`src/hdl/pla_pkg.sv`:
```
// ---------------------------------------------------------------------------
// pla_pkg: shared definitions for the polyline length accumulator
// Widths, the control state encoding, unit result bundles and the
// absolute coordinate difference.
// ---------------------------------------------------------------------------
package pla_pkg;

	// coordinate and total widths, Q7.8 coordinates, 8 fraction bits in the total
	localparam int COORD_W = 16;
	localparam int TOTAL_W = 32;

	// magnitude of a coordinate difference always fits in COORD_W bits
	localparam int DIFF_W = COORD_W;
	// one square, and the sum of three squares with two guard bits
	localparam int SQ_W   = 2 * DIFF_W;
	localparam int SUM_W  = SQ_W + 2;

	// squaring consumes two multiplier bits per cycle
	localparam int DIGIT_W    = 2;
	localparam int MUL_STEPS  = DIFF_W / DIGIT_W;
	localparam int MUL_CNT_W  = $clog2(MUL_STEPS);

	// restoring square root, one root bit per cycle
	localparam int ROOT_W     = SUM_W / 2;
	localparam int REM_W      = ROOT_W + 3;
	localparam int ROOT_CNT_W = $clog2(ROOT_W);

	localparam logic [TOTAL_W-1:0] TOTAL_MAX = '1;

	typedef enum logic [1:0] {
		ST_IDLE,
		ST_MUL,
		ST_ROOT,
		ST_FIN
	} state_t;

	typedef struct packed {
		logic             done;
		logic [SUM_W-1:0] sum;
	} sq_res_t;

	typedef struct packed {
		logic              done;
		logic [ROOT_W-1:0] root;
	} rt_res_t;

	// |a - b| for two signed coordinates
	function automatic logic [DIFF_W-1:0] abs_diff(
		input logic [COORD_W-1:0] a,
		input logic [COORD_W-1:0] b
	);
		logic signed [COORD_W:0] d;
		logic        [COORD_W:0] mag;
		d   = $signed({a[COORD_W-1], a}) - $signed({b[COORD_W-1], b});
		mag = d[COORD_W] ? (~d + 1'b1) : d;
		return mag[DIFF_W-1:0];
	endfunction

endpackage

```
`src/hdl/pla_sumsq.sv`:
```
// ---------------------------------------------------------------------------
// pla_sumsq: digit-serial sum of three squares
// Squares three magnitudes in parallel, two multiplier bits per cycle, and
// adds all partial products into one accumulator.
// ---------------------------------------------------------------------------
module pla_sumsq (
	input  logic                           clk,
	input  logic                           arst_n,
	input  logic                           start,
	input  logic [pla_pkg::DIFF_W-1:0]     dx,
	input  logic [pla_pkg::DIFF_W-1:0]     dy,
	input  logic [pla_pkg::DIFF_W-1:0]     dz,
	output pla_pkg::sq_res_t               res
);

	logic                           busy_q;
	logic                           done_q;
	logic [pla_pkg::MUL_CNT_W-1:0]  cnt_q;
	logic [pla_pkg::DIFF_W-1:0]     mpx_q, mpy_q, mpz_q;
	logic [pla_pkg::SQ_W-1:0]       mcx_q, mcy_q, mcz_q;
	logic [pla_pkg::SUM_W-1:0]      acc_q;
	logic [pla_pkg::SUM_W-1:0]      pp_sum;

	// partial product of the multiplicand and one two-bit digit
	function automatic logic [pla_pkg::SUM_W-1:0] pprod(
		input logic [pla_pkg::SQ_W-1:0]    mc,
		input logic [pla_pkg::DIGIT_W-1:0] dig
	);
		logic [pla_pkg::SUM_W-1:0] m1;
		m1 = {{(pla_pkg::SUM_W-pla_pkg::SQ_W){1'b0}}, mc};
		case (dig)
			2'd0:    return '0;
			2'd1:    return m1;
			2'd2:    return m1 << 1;
			default: return m1 + (m1 << 1);
		endcase
	endfunction

	assign pp_sum = pprod(mcx_q, mpx_q[pla_pkg::DIGIT_W-1:0])
	              + pprod(mcy_q, mpy_q[pla_pkg::DIGIT_W-1:0])
	              + pprod(mcz_q, mpz_q[pla_pkg::DIGIT_W-1:0]);

	// control: run MUL_STEPS digits, pulse done
	always_ff @(posedge clk or negedge arst_n) begin
		if (!arst_n) begin
			busy_q <= 1'b0;
			done_q <= 1'b0;
			cnt_q  <= '0;
		end else begin
			done_q <= 1'b0;
			if (start) begin
				busy_q <= 1'b1;
				cnt_q  <= '0;
			end else if (busy_q) begin
				cnt_q <= cnt_q + 1'b1;
				if (cnt_q == pla_pkg::MUL_CNT_W'(pla_pkg::MUL_STEPS - 1)) begin
					busy_q <= 1'b0;
					done_q <= 1'b1;
				end
			end
		end
	end

	// datapath: shift multipliers right, multiplicands left, accumulate
	always_ff @(posedge clk) begin
		if (start) begin
			mpx_q <= dx;
			mpy_q <= dy;
			mpz_q <= dz;
			mcx_q <= {{(pla_pkg::SQ_W-pla_pkg::DIFF_W){1'b0}}, dx};
			mcy_q <= {{(pla_pkg::SQ_W-pla_pkg::DIFF_W){1'b0}}, dy};
			mcz_q <= {{(pla_pkg::SQ_W-pla_pkg::DIFF_W){1'b0}}, dz};
			acc_q <= '0;
		end else if (busy_q) begin
			mpx_q <= mpx_q >> pla_pkg::DIGIT_W;
			mpy_q <= mpy_q >> pla_pkg::DIGIT_W;
			mpz_q <= mpz_q >> pla_pkg::DIGIT_W;
			mcx_q <= mcx_q << pla_pkg::DIGIT_W;
			mcy_q <= mcy_q << pla_pkg::DIGIT_W;
			mcz_q <= mcz_q << pla_pkg::DIGIT_W;
			acc_q <= acc_q + pp_sum;
		end
	end

	assign res.done = done_q;
	assign res.sum  = acc_q;

endmodule

```
`src/hdl/pla_isqrt.sv`:
```
// ---------------------------------------------------------------------------
// pla_isqrt: bit-serial integer square root
// Restoring method: two radicand bits in and one root bit out per cycle,
// result is floor(sqrt(radicand)).
// ---------------------------------------------------------------------------
module pla_isqrt (
	input  logic                        clk,
	input  logic                        arst_n,
	input  logic                        start,
	input  logic [pla_pkg::SUM_W-1:0]   rad,
	output pla_pkg::rt_res_t            res
);

	logic                            busy_q;
	logic                            done_q;
	logic [pla_pkg::ROOT_CNT_W-1:0]  cnt_q;
	logic [pla_pkg::SUM_W-1:0]       rad_q;
	logic [pla_pkg::REM_W-1:0]       rem_q;
	logic [pla_pkg::ROOT_W-1:0]      root_q;
	logic [pla_pkg::REM_W-1:0]       rem_sh;
	logic [pla_pkg::REM_W-1:0]       trial;
	logic                            fits;

	// bring in the next two radicand bits and try root*4+1
	assign rem_sh = {rem_q[pla_pkg::REM_W-3:0], rad_q[pla_pkg::SUM_W-1 -: 2]};
	assign trial  = {{(pla_pkg::REM_W-pla_pkg::ROOT_W-2){1'b0}}, root_q, 2'b01};
	assign fits   = (rem_sh >= trial);

	// control: ROOT_W iterations, pulse done
	always_ff @(posedge clk or negedge arst_n) begin
		if (!arst_n) begin
			busy_q <= 1'b0;
			done_q <= 1'b0;
			cnt_q  <= '0;
		end else begin
			done_q <= 1'b0;
			if (start) begin
				busy_q <= 1'b1;
				cnt_q  <= '0;
			end else if (busy_q) begin
				cnt_q <= cnt_q + 1'b1;
				if (cnt_q == pla_pkg::ROOT_CNT_W'(pla_pkg::ROOT_W - 1)) begin
					busy_q <= 1'b0;
					done_q <= 1'b1;
				end
			end
		end
	end

	// datapath: shift radicand, update remainder and root
	always_ff @(posedge clk) begin
		if (start) begin
			rad_q  <= rad;
			rem_q  <= '0;
			root_q <= '0;
		end else if (busy_q) begin
			rad_q  <= rad_q << 2;
			rem_q  <= fits ? (rem_sh - trial) : rem_sh;
			root_q <= {root_q[pla_pkg::ROOT_W-2:0], fits};
		end
	end

	assign res.done = done_q;
	assign res.root = root_q;

endmodule

```
`src/hdl/polyline_length_accumulator_top.sv`:
```
// ---------------------------------------------------------------------------
// polyline_length_accumulator_top: running Euclidean length of a path
// Accumulates floor(sqrt(dx^2+dy^2[+dz^2])) per segment, saturating, and
// emits the total on the last point of a path.
// ---------------------------------------------------------------------------
//
//  channel  dir  tdata (low bit up)                  tuser / tlast
//  s_*      in   x_coord[15:0] y_coord z_coord       tuser: first_point, tlast: last_point
//  m_*      out  path_length[31:0]                   tuser: saturated
//  cfg_*    in   cfg_wr_data: three_dimensional      write on cfg_wr_en
//
//  A point that adds a segment holds off the next point from acceptance
//  through the load, the two-bit squaring digits, the bit-serial square root
//  and the accumulate. A first point passes only through ST_FIN in between.
//  Reset clears the previous point, total, flag and mode to zero.
//  A finished total waits in the output register; a later last point holds in
//  its final cycle until that register is taken.
// ---------------------------------------------------------------------------
module polyline_length_accumulator_top (
	input  logic        clk,
	input  logic        arst_n,
	input  logic        cfg_wr_en,
	input  logic        cfg_wr_data,  // three_dimensional
	input  logic        s_tvalid,
	output logic        s_tready,
	input  logic [47:0] s_tdata,      // x_coord, y_coord, z_coord
	input  logic [0:0]  s_tuser,      // first_point
	input  logic        s_tlast,      // last_point
	output logic        m_tvalid,
	input  logic        m_tready,
	output logic [31:0] m_tdata,      // path_length
	output logic [0:0]  m_tuser       // saturated
);

	localparam int CW = pla_pkg::COORD_W;

	pla_pkg::state_t              state_q, state_d;
	logic                         mode_3d_q;
	logic [CW-1:0]                prev_x_q, prev_y_q, prev_z_q;
	logic [pla_pkg::TOTAL_W-1:0]  total_q;
	logic                         clamp_q;
	logic                         last_q;
	logic                         out_valid_q;
	logic [pla_pkg::TOTAL_W-1:0]  out_len_q;
	logic                         out_sat_q;

	logic [CW-1:0]                in_x, in_y, in_z;
	logic                         in_first;
	logic                         accept;
	logic                         sq_start;
	logic [pla_pkg::DIFF_W-1:0]   dx, dy, dz;
	pla_pkg::sq_res_t             sq_res;
	pla_pkg::rt_res_t             rt_res;
	logic [pla_pkg::TOTAL_W:0]    total_sum;
	logic                         out_load;

	assign in_x     = s_tdata[CW-1:0];
	assign in_y     = s_tdata[2*CW-1:CW];
	assign in_z     = s_tdata[3*CW-1:2*CW];
	assign in_first = s_tuser[0];
	assign accept   = s_tvalid && s_tready;
	assign sq_start = accept && !in_first;

	// segment differences against the stored point; drop z in 2D mode
	assign dx = pla_pkg::abs_diff(in_x, prev_x_q);
	assign dy = pla_pkg::abs_diff(in_y, prev_y_q);
	assign dz = mode_3d_q ? pla_pkg::abs_diff(in_z, prev_z_q) : '0;

	pla_sumsq u_sumsq (
		.clk    (clk),
		.arst_n (arst_n),
		.start  (sq_start),
		.dx     (dx),
		.dy     (dy),
		.dz     (dz),
		.res    (sq_res)
	);

	pla_isqrt u_isqrt (
		.clk    (clk),
		.arst_n (arst_n),
		.start  (sq_res.done),
		.rad    (sq_res.sum),
		.res    (rt_res)
	);

	// saturating add of the new segment
	assign total_sum = {1'b0, total_q}
	                 + {{(pla_pkg::TOTAL_W + 1 - pla_pkg::ROOT_W){1'b0}}, rt_res.root};

	// next state and handshake
	always_comb begin
		state_d  = state_q;
		s_tready = 1'b0;
		out_load = 1'b0;
		unique case (state_q)
			pla_pkg::ST_IDLE: begin
				s_tready = 1'b1;
				if (s_tvalid) begin
					state_d = in_first ? pla_pkg::ST_FIN : pla_pkg::ST_MUL;
				end
			end
			pla_pkg::ST_MUL: begin
				if (sq_res.done) begin
					state_d = pla_pkg::ST_ROOT;
				end
			end
			pla_pkg::ST_ROOT: begin
				if (rt_res.done) begin
					state_d = pla_pkg::ST_FIN;
				end
			end
			pla_pkg::ST_FIN: begin
				if (!last_q) begin
					state_d = pla_pkg::ST_IDLE;
				end else if (!out_valid_q || m_tready) begin
					out_load = 1'b1;
					state_d  = pla_pkg::ST_IDLE;
				end
			end
			default: state_d = pla_pkg::ST_IDLE;
		endcase
	end

	always_ff @(posedge clk or negedge arst_n) begin
		if (!arst_n) begin
			state_q <= pla_pkg::ST_IDLE;
		end else begin
			state_q <= state_d;
		end
	end

	// mode register
	always_ff @(posedge clk or negedge arst_n) begin
		if (!arst_n) begin
			mode_3d_q <= 1'b0;
		end else if (cfg_wr_en) begin
			mode_3d_q <= cfg_wr_data;
		end
	end

	// path state: previous point, total, sticky clamp flag
	always_ff @(posedge clk or negedge arst_n) begin
		if (!arst_n) begin
			prev_x_q <= '0;
			prev_y_q <= '0;
			prev_z_q <= '0;
			total_q  <= '0;
			clamp_q  <= 1'b0;
			last_q   <= 1'b0;
		end else begin
			if (accept) begin
				prev_x_q <= in_x;
				prev_y_q <= in_y;
				prev_z_q <= in_z;
				last_q   <= s_tlast;
				if (in_first) begin
					total_q <= '0;
					clamp_q <= 1'b0;
				end
			end
			if (rt_res.done) begin
				if (total_sum[pla_pkg::TOTAL_W]) begin
					total_q <= pla_pkg::TOTAL_MAX;
					clamp_q <= 1'b1;
				end else begin
					total_q <= total_sum[pla_pkg::TOTAL_W-1:0];
				end
			end
		end
	end

	// output register: hold until taken
	always_ff @(posedge clk or negedge arst_n) begin
		if (!arst_n) begin
			out_valid_q <= 1'b0;
		end else if (out_load) begin
			out_valid_q <= 1'b1;
		end else if (m_tready) begin
			out_valid_q <= 1'b0;
		end
	end

	always_ff @(posedge clk) begin
		if (out_load) begin
			out_len_q <= total_q;
			out_sat_q <= clamp_q;
		end
	end

	assign m_tvalid   = out_valid_q;
	assign m_tdata    = out_len_q;
	assign m_tuser[0] = out_sat_q;

	// a segment always starts the squaring unit
	a_seg_starts_mul: assert property (@(posedge clk) disable iff (!arst_n)
		(s_tvalid && s_tready && !s_tuser[0]) |=> (state_q == pla_pkg::ST_MUL))
		else $error("segment item did not start squaring");

	// unit completions line up with the sequencer
	a_sq_done_in_mul: assert property (@(posedge clk) disable iff (!arst_n)
		sq_res.done |-> (state_q == pla_pkg::ST_MUL))
		else $error("squaring finished outside its state");

	a_rt_done_in_root: assert property (@(posedge clk) disable iff (!arst_n)
		rt_res.done |-> (state_q == pla_pkg::ST_ROOT))
		else $error("root finished outside its state");

	// a clamped total is always the maximum
	a_sat_is_max: assert property (@(posedge clk) disable iff (!arst_n)
		(m_tvalid && m_tuser[0]) |-> (m_tdata == pla_pkg::TOTAL_MAX))
		else $error("saturated flag with total below maximum");

endmodule

```
`config.mk`:
```
export PLATFORM = sky130hd
export DESIGN_NAME = polyline_length_accumulator_top
export DESIGN_NICKNAME = d
export VERILOG_FILES = /design/src/hdl/pla_pkg.sv /design/src/hdl/pla_sumsq.sv /design/src/hdl/pla_isqrt.sv /design/src/hdl/polyline_length_accumulator_top.sv
export SDC_FILE = /design/constraint.sdc
export NUM_CORES = 1
export LEC_CHECK = 0
export BUFFER_PORTS_ARGS = -buffer_cell sky130_fd_sc_hd__buf_2
export CAP_MARGIN = 0
export CORE_MARGIN = 2
export CORE_UTILIZATION = 65
export CTS_BUF_LIST = sky130_fd_sc_hd__clkbuf_8
export CTS_CLUSTER_DIAMETER = 200
export DETAILED_ROUTE_END_ITERATION = 10
export PLACE_DENSITY = 0.95
export SYNTH_ARGS = -nofsm -noshare
export SYNTH_HDL_FRONTEND = slang
export SYNTH_HIERARCHICAL = 1
export SYNTH_SLANG_ARGS = --single-unit
```
`constraint.sdc`:
```
create_clock -name clk -period 7.7 [get_ports clk]
set_input_delay 0.77 -clock clk [delete_from_list [all_inputs] [get_ports clk]]
set_output_delay 0.77 -clock clk [all_outputs]
set_load 0.02 [all_outputs]
```
# == Word-level counts from Yosys, hierarchy flattened ==
# Cells that the tools add are included.
# totals
ff_bits,378
output_inout_bits,35
# op_classes
reduce_logical,16
addsub,16
muxes,59
n_bitwise,3
n_lt_le_gt_ge,1
eq_ne,15
# ops
cell,count
34-bit case mux with 3 select lines,3
16-bit two-way mux,16
32-bit two-way mux,4
32-bit by 33-bit adder with 34-bit output,3
34-bit adder,3
34-bit two-way mux,2
16-bit by 16-bit subtractor with 17-bit output,3
"16-bit by 1-bit adder with 16-bit output, second input constant",3
16-bit NOT,3
32-bit by 17-bit adder with 33-bit output,1
1-bit two-way mux,22
20-bit by 19-bit greater-or-equal comparator with 1-bit output,1
18-bit two-way mux,1
18-bit subtractor,1
2-bit two-way mux,6
"2-bit equality test, second input constant",5
5-bit two-way mux,2
2-bit nonzero test,5
"2-bit by 1-bit equality test with 1-bit output, second input constant",4
2-bit logical NOT,4
2-bit case mux with 4 select lines,1
3-bit two-way mux,2
"5-bit by 1-bit adder with 5-bit output, second input constant",1
"5-bit equality test, second input constant",1
other kinds (10),13

# == Logic depth before layout (Yosys ltp) ==
# Gate-level depths: netlist (run 1).
# depth
word_depth,6
mapped_depth,30
ltp_nobuf,30

# == Cells and area by module ==
# Netlist (run 1), hierarchy kept.
# by_module_without_submodules
module,cells_each,area_each_um2,n_inst
pla_sumsq,1947,16714.8,1
polyline_length_accumulator_top,954,9062.4,1
pla_isqrt,409,4371.7,1

# == Worst setup path after synthesis (run 1) ==
# No wires, ideal clock.
# synth_path
path_type,reg-to-reg
startpoint,register u_sumsq/mcy_q[1] (netlist name)
endpoint,register u_sumsq/acc_q[33] (netlist name)
n_path_buf,0
setup_slack_ns,1.401
setup_ns,0.069
arrival_ns,6.230
path_stages_with_launch,29
cell_sequence,edfxtp_1 -> ha_1 -> fa_1 -> a21o_1 -> a21o_1 -> a2111o_1 -> a21oi_2 -> o21ai_1 -> a2111oi_0 -> nor2_1 -> a21oi_1 -> xor2_1 -> o221ai_1 -> fa_1 -> inv_1 -> fa_1 -> inv_1 -> ha_1 -> nand2_1 -> o21ai_0 -> or2_2 -> o22ai_1 -> a31oi_1 -> a31oi_2 -> or2_1 -> a31oi_1 -> xor2_1 -> xor3_1 -> o21ai_1
# synth_via
elab_chain_cells,5
# synth_rtl
item,line,source
start: declaration,pla_sumsq.sv:20,"logic [pla_pkg::SQ_W-1:0] mcx_q, mcy_q, mcz_q;"
start signal: assignment,pla_sumsq.sv:71,"mcy_q <= {{(pla_pkg::SQ_W-pla_pkg::DIFF_W){1'b0}}, dy};"
start signal: assignment,pla_sumsq.sv:79,mcy_q <= mcy_q << pla_pkg::DIGIT_W;
32-bit by 33-bit adder with 34-bit output,pla_sumsq.sv:35,default: return m1 + (m1 << 1);
34-bit case mux with 3 select lines *,pla_sumsq.sv:31,case (dig)
34-bit adder *,pla_sumsq.sv:40,"+ pprod(mcy_q, mpy_q[pla_pkg::DIGIT_W-1:0])"
34-bit adder *,pla_sumsq.sv:41,"+ pprod(mcz_q, mpz_q[pla_pkg::DIGIT_W-1:0]);"
34-bit adder *,pla_sumsq.sv:81,acc_q <= acc_q + pp_sum;
end signal: assignment,pla_sumsq.sv:81,
end: declaration,pla_sumsq.sv:21,logic [pla_pkg::SUM_W-1:0] acc_q;
# Mark *: on every way between the ends. The rest lies on a longest branch, timed or not.
# A chain may end at the register's enable or synchronous reset.

# == Worst setup path in the final report (run 1) ==
# Ends and elaborated chain as after synthesis.

==> summary.txt, run 1 <==
status = finished, final reports clean
Async S/R FF share, synth = 25.93%
fillers = 3068
TritonCTS buffer count = 66
startpoint types = flip-flop
area taken by multi-input logic gates = 18640 µm²
Chip Height = 219.4 µm
Crit-path slowest cell = fa_1
first-pass GRT wire length = 120900 µm
clock-pin slew on the worst setup and hold paths = 0.06 ns
MaxCap Viol Count = 0
crit path DAT = 7.76 ns
vias = 25390
Yosys reg bits = 378
Final Critical Period = 7.185 ns
fraction of layout instances using a drive strength above 1 = 11.28%
Finished Layout Cells = 4013
cell family with most CP delay = compound AO/OA/AOI/OAI gates
Max stage delay on crit path = 0.54 ns
Critical path buffers and inverters = 2
slack of the worst reg-to-reg path = 0.51 ns
prevailing post-synth register cell = edfxtp_1
unrepaired setup endpoints after global routing = no
Fmax = 139.2 MHz
Port Buffers = 90
Starting Density = 66.15%
Routed Wire Length = 74010 µm
Sink Count = 378
P&R area growth vs syn = 6.702%
Layout Skew = 0.02406 ns
Critical Path End Type = flip-flop
class of the worst hold path = input port to asynchronous set/reset pin
Final period util = 93.32%
DR DRC count = 0
final hold violation count = 0
setup violators final = 0
Bufs on Longest Clock Path = 3
sequential share of the synthesized area = 32.14%
die footprint = 48120 µm²
DR WL/cell = 18.44 µm
detailed-route vias per instance = 6.326
Mapped Nets = 3666
Crit Path Class = flip-flop to flip-flop
setup bufs post-CTS = 0
post-synth design cell area = 30150 µm²
placed cell count = 3893
CP required = 8.28 ns
Core Region = 45580 µm²
normalized max-slew margin = 31.10%
dpl hpwl = 52000 µm
GPL Wtd Cong = 0.9415
TritonCTS clock tree = done
grt ovf = 0
Antenna Nets Post-Route = 0
Hold WS = 0.1098 ns
area leader, netlist = edfxtp_1
Max FO, Critical Path = 6
sequential cell area = 9694 µm²
hold buffers post-CTS = 0
nets = 3717
Synth area leaders = edfxtp_1 16%, ha_1 9.4%, dfrtp_1 8.1%, dfxtp_1 7.8%, fa_1 4.8%
overall routing resource usage = 30.78%
post-synth top area share = 16.24%
Setup TNS = 0 ns
Die Wd = 219.4 µm
cell repeated most along the worst path = fa_1
Post-CTS Resized = 0
Ys Warns = 6
Mean Syn Cell Area = 9.108 µm²
TritonRoute pass-1 iters = 6
Starting DRT DRC Count = 2540
# IOs = 91
row count = 78
Root Buffer = clkbuf_8
H-tree levels = 3
post-synth cell types = 127
Skew-Pair Late Insertion Delay = 0.67 ns
largest net degree at the start of global routing = 101
Pins Over Slew Limit = 0
worst slew pin tran = 1.033 ns
vias in the first global route = 25090
post-synthesis cell count = 3310
antenna violations before repair = 1
EDFF count, synth = 163
## routing by layer
metal | wire length (µm) | GRT usage (%) | vias up | share of wire, %
met4 | 3479 | 15.09 | 0 | 4.7
met1 | 29370 | 37.63 | 12010 | 40
met3 | 5634 | 5.489 | 255 | 7.6
met2 | 35530 | 52.40 | 1252 | 48
met5 | 0 | 0 | - | 0
li1 | - | - | 11870 | -
## placed cells by master, fill, tap and decap left out, types with 72 or more instances in the layout
cell type	netlist	final
buf_2	11	89
edfxtp_1	163	163
nand2_1	269	268
mux2i_1	127	127
a21o_1	91	91
o21ai_0	228	228
dfrtp_1	98	96
xor2_1	78	78
fa_1	73	73
mux2_2	106	106
a21oi_1	183	183
dfxtp_1	117	117
nor2_1	277	275
ha_1	227	227
xnor2_1	128	128
inv_1	333	360
clkbuf_8	1	72
## cells in the mapped netlist, types with 11 or more instances
cell,n
o21bai_1,22
o221ai_1,15
and2_1,31
clkbuf_1,85
or3_1,16
xor2_1,78
a2111oi_0,11
nand2_1,269
o21a_1,31
o211ai_1,22
o21ai_1,20
xnor2_1,128
nor2_1,277
a31oi_1,23
a22oi_1,40
and3_1,25
o21ai_0,228
edfxtp_1,163
a211oi_1,31
nand3_1,55
nor3_1,32
buf_1,17
fa_1,73
mux2i_1,127
buf_2,11
mux2_2,106
a21o_1,91
dfrtp_1,98
nor2b_1,28
ha_1,227
dfxtp_1,117
inv_1,333
a21oi_1,183
nand2b_1,41
nand4_1,19
## kinds of logic (layout without fill, tap and decap cells)
group | after synthesis | count (layout) | synth area share (%)
other cells | 0 | 1 | 0
simple gates | 857 | 857 | 13.43
compound gates | 872 | 872 | 19.70
flops | 378 | 378 | 32.14
xor+xnor | 208 | 208 | 6.117
mux | 234 | 234 | 8.213
fa+ha+maj | 300 | 300 | 14.27
buf+inv | 461 | 563 | 6.130
## final cells by class
type                       instances  area share (%)
clock inverter                    47          0.7312
antenna                            1        0.007779
clock buffer                      72           3.080
sequential                       378           30.13
multi-input combinational       2471           57.94
timing repair buffer             110           1.875
tap                              600           2.334
inverter                         334           3.901
## flip-flops by register name, indices dropped and copies added (netlist names), 2 cells and up
signal and count:
u_isqrt/rad_q 34, u_sumsq/acc_q 34, m_tdata 32, total_q 32, u_sumsq/mcx_q 32, u_sumsq/mcy_q 32, u_sumsq/mcz_q 32, u_isqrt/rem_q 18
u_isqrt/root_q 17, prev_x_q 16, prev_y_q 16, prev_z_q 16, u_sumsq/mpx_q 16, u_sumsq/mpy_q 16, u_sumsq/mpz_q 16, u_isqrt/cnt_q 5
u_sumsq/cnt_q 3, state_q 2
## final timing paths
kind,startpoint,endpoint,depth (start not counted)
hold / removal,arst_n,prev_x_q[11],1
max in group asynchronous,arst_n,u_isqrt/cnt_q[4],2
setup / recovery,u_sumsq/mcy_q[1],u_sumsq/acc_q[33],28
setup reg to reg,u_sumsq/mcy_q[1],u_sumsq/acc_q[33],28
min in group clk,s_tlast,last_q,2
hold reg to reg,clamp_q,m_tuser,0
## through the flow
stage,util [%],setup WS (ns),area (µm²)
detailed placement,67.89,0.7376,30940
global placement,67.89,0.8728,30940
global route,70.58,0.07148,32170
finish,70.58,0.5145,32170
floorplan,-,1.401,30150
CTS,70.58,0.5840,32170
Power of run 1 is left out: the tool's default activity adds up to more than one toggle a clock period on the data nets, which glitch-free logic cannot reach.
==> inputs of run 2 (changes only) <==
--- a/config.mk
+++ b/config.mk
@@ -8,11 +8,10 @@
 export BUFFER_PORTS_ARGS = -buffer_cell sky130_fd_sc_hd__buf_2
 export CAP_MARGIN = 0
 export CORE_MARGIN = 2
-export CORE_UTILIZATION = 65
-export CTS_BUF_LIST = sky130_fd_sc_hd__clkbuf_8
+export CORE_UTILIZATION = 64
 export CTS_CLUSTER_DIAMETER = 200
 export DETAILED_ROUTE_END_ITERATION = 10
-export PLACE_DENSITY = 0.95
+export PLACE_DENSITY = 0.94
 export SYNTH_ARGS = -nofsm -noshare
 export SYNTH_HDL_FRONTEND = slang
 export SYNTH_HIERARCHICAL = 1
==> summary.txt, run 2 (synthesis gave the netlist of run 1 again) <==
status = finished, final reports clean
MaxCap Viol Count = 0
Crit Path Class = flip-flop to flip-flop
vias = 25420
Starting Density = 64.76%
worst slew pin tran = 1.151 ns
DR DRC count = 0
row count = 79
dpl hpwl = 51950 µm
TritonCTS clock tree = done
# IOs = 91
Crit-path slowest cell = fa_1
worst reg2reg startpoint = u_sumsq/mcy_q[1]
H-tree levels = 2
Final Critical Period = 7.182 ns
fin util = 69.56%
Setup TNS = 0 ns
TritonRoute pass-1 iters = 6
grt ovf = 0
die footprint = 48860 µm²
Post-CTS Resized = 0
Routed Wire Length = 74750 µm
cell repeated most along the worst path = fa_1
Pins Over Slew Limit = 0
commonest non-fill, non-tap cells in the layout = 332 x inv_1, 275 x nor2_1, 268 x nand2_1
final hold violation count = 0
unrepaired setup endpoints after global routing = no
Critical Path End Type = flip-flop
setup violators final = 0
Bufs on Longest Clock Path = 3
largest net degree at the start of global routing = 104
GPL Wtd Cong = 0.9370
Fmax = 139.2 MHz
Core Region = 46560 µm²
startpoint types = flip-flop
Largest regs = u_isqrt/rad_q: 34 flops, u_sumsq/acc_q: 34 flops
hold buffers post-CTS = 0
antenna violations before repair = 0
nets = 3695
vias in the first global route = 25070
Final period util = 93.27%
Critical Path Source = u_sumsq/mcy_q[1]
Root Buffer = clkbuf_16
fraction of layout instances using a drive strength above 1 = 11.00%
normalized max-slew margin = 23.29%
Antenna Nets Post-Route = 0
clock-pin slew on the worst setup and hold paths = 0.06 ns
Port Buffers = 90
Max stage delay on crit path = 0.53 ns
TritonCTS buffer count = 43
first-pass GRT wire length = 123400 µm
Antenna Diode Count = 0
Max FO, Critical Path = 6
Skew-Pair Late Insertion Delay = 0.60 ns
crit path DAT = 7.68 ns
class of the worst hold path = input port to asynchronous set/reset pin
overall routing resource usage = 29.90%
setup bufs post-CTS = 0
fillers = 3053
Starting DRT DRC Count = 2684
detailed-route vias per instance = 6.387
Layout Skew = 0.03685 ns
Sink Count = 378
Die Wd = 221.0 µm
P&R area growth vs syn = 7.420%
Chip Height = 221.0 µm
DR WL/cell = 18.78 µm
commonest non-fill, non-tap cell in the layout = inv_1
CP required = 8.19 ns
run 2: final cells by class:
class,instances,area (µm²),area share [%]
inverters,334,1255,3.875
well taps,607,759.5,2.345
multi-input cells,2471,18640,57.55
flip-flops and latches,378,9694,29.93
repair buffers,111,610.6,1.885
clock buffers,54,1157,3.574
clock inverters,25,270.3,0.8345
run 2: final timing paths:
kind	to	slack [ns]	depth (start not counted)
setup / recovery	u_sumsq/acc_q[33]	0.52	28
hold / removal	prev_x_q[12]	0.25	1
setup reg to reg	u_sumsq/acc_q[33]	0.52	28
hold reg to reg	m_tuser	0.46	0
max in group asynchronous	prev_z_q[4]	6.20	2
min in group clk	mode_3d_q	0.42	2
run 2: through the flow:
| stage | area [µm²] | hold WS [ns] | cells | setup slack [ns] |
|---|---|---|---|---|
| final | 32390 | 0.2527 | 3980 | 0.5179 |
| after global placement | 30960 | 0.4386 | 3901 | 0.8588 |
| after CTS | 32380 | 0.2462 | 3980 | 0.6030 |
| after floorplan | 30150 | 0.4248 | 3310 | 1.401 |
| after global routing | 32390 | 0.2938 | 3980 | 0.009615 |
| after detailed placement | 30960 | 0.4333 | 3901 | 0.6576 |
run 2: metal layers:
metal  track usage (%)  up-vias  wire, µm
li1                  -    11800         -
met1             37.41    12100     29680
met2             51.35     1261     36370
met3             4.435      261      5690
met4             13.25        0      3008
met5                 0        -         0
run 2: critical path, delay by kind of cell, from the launching register on:
| family | cells | cell delay (ns) |
|---|---|---|
| compound gates | 14 | 3.21 |
| fa+ha+maj | 5 | 2.09 |
| xor+xnor | 3 | 0.59 |
| simple gates | 4 | 0.58 |
| flops | 1 | 0.50 |
| buf+inv | 2 | 0.10 |
Power of run 2 is left out for the same reason.
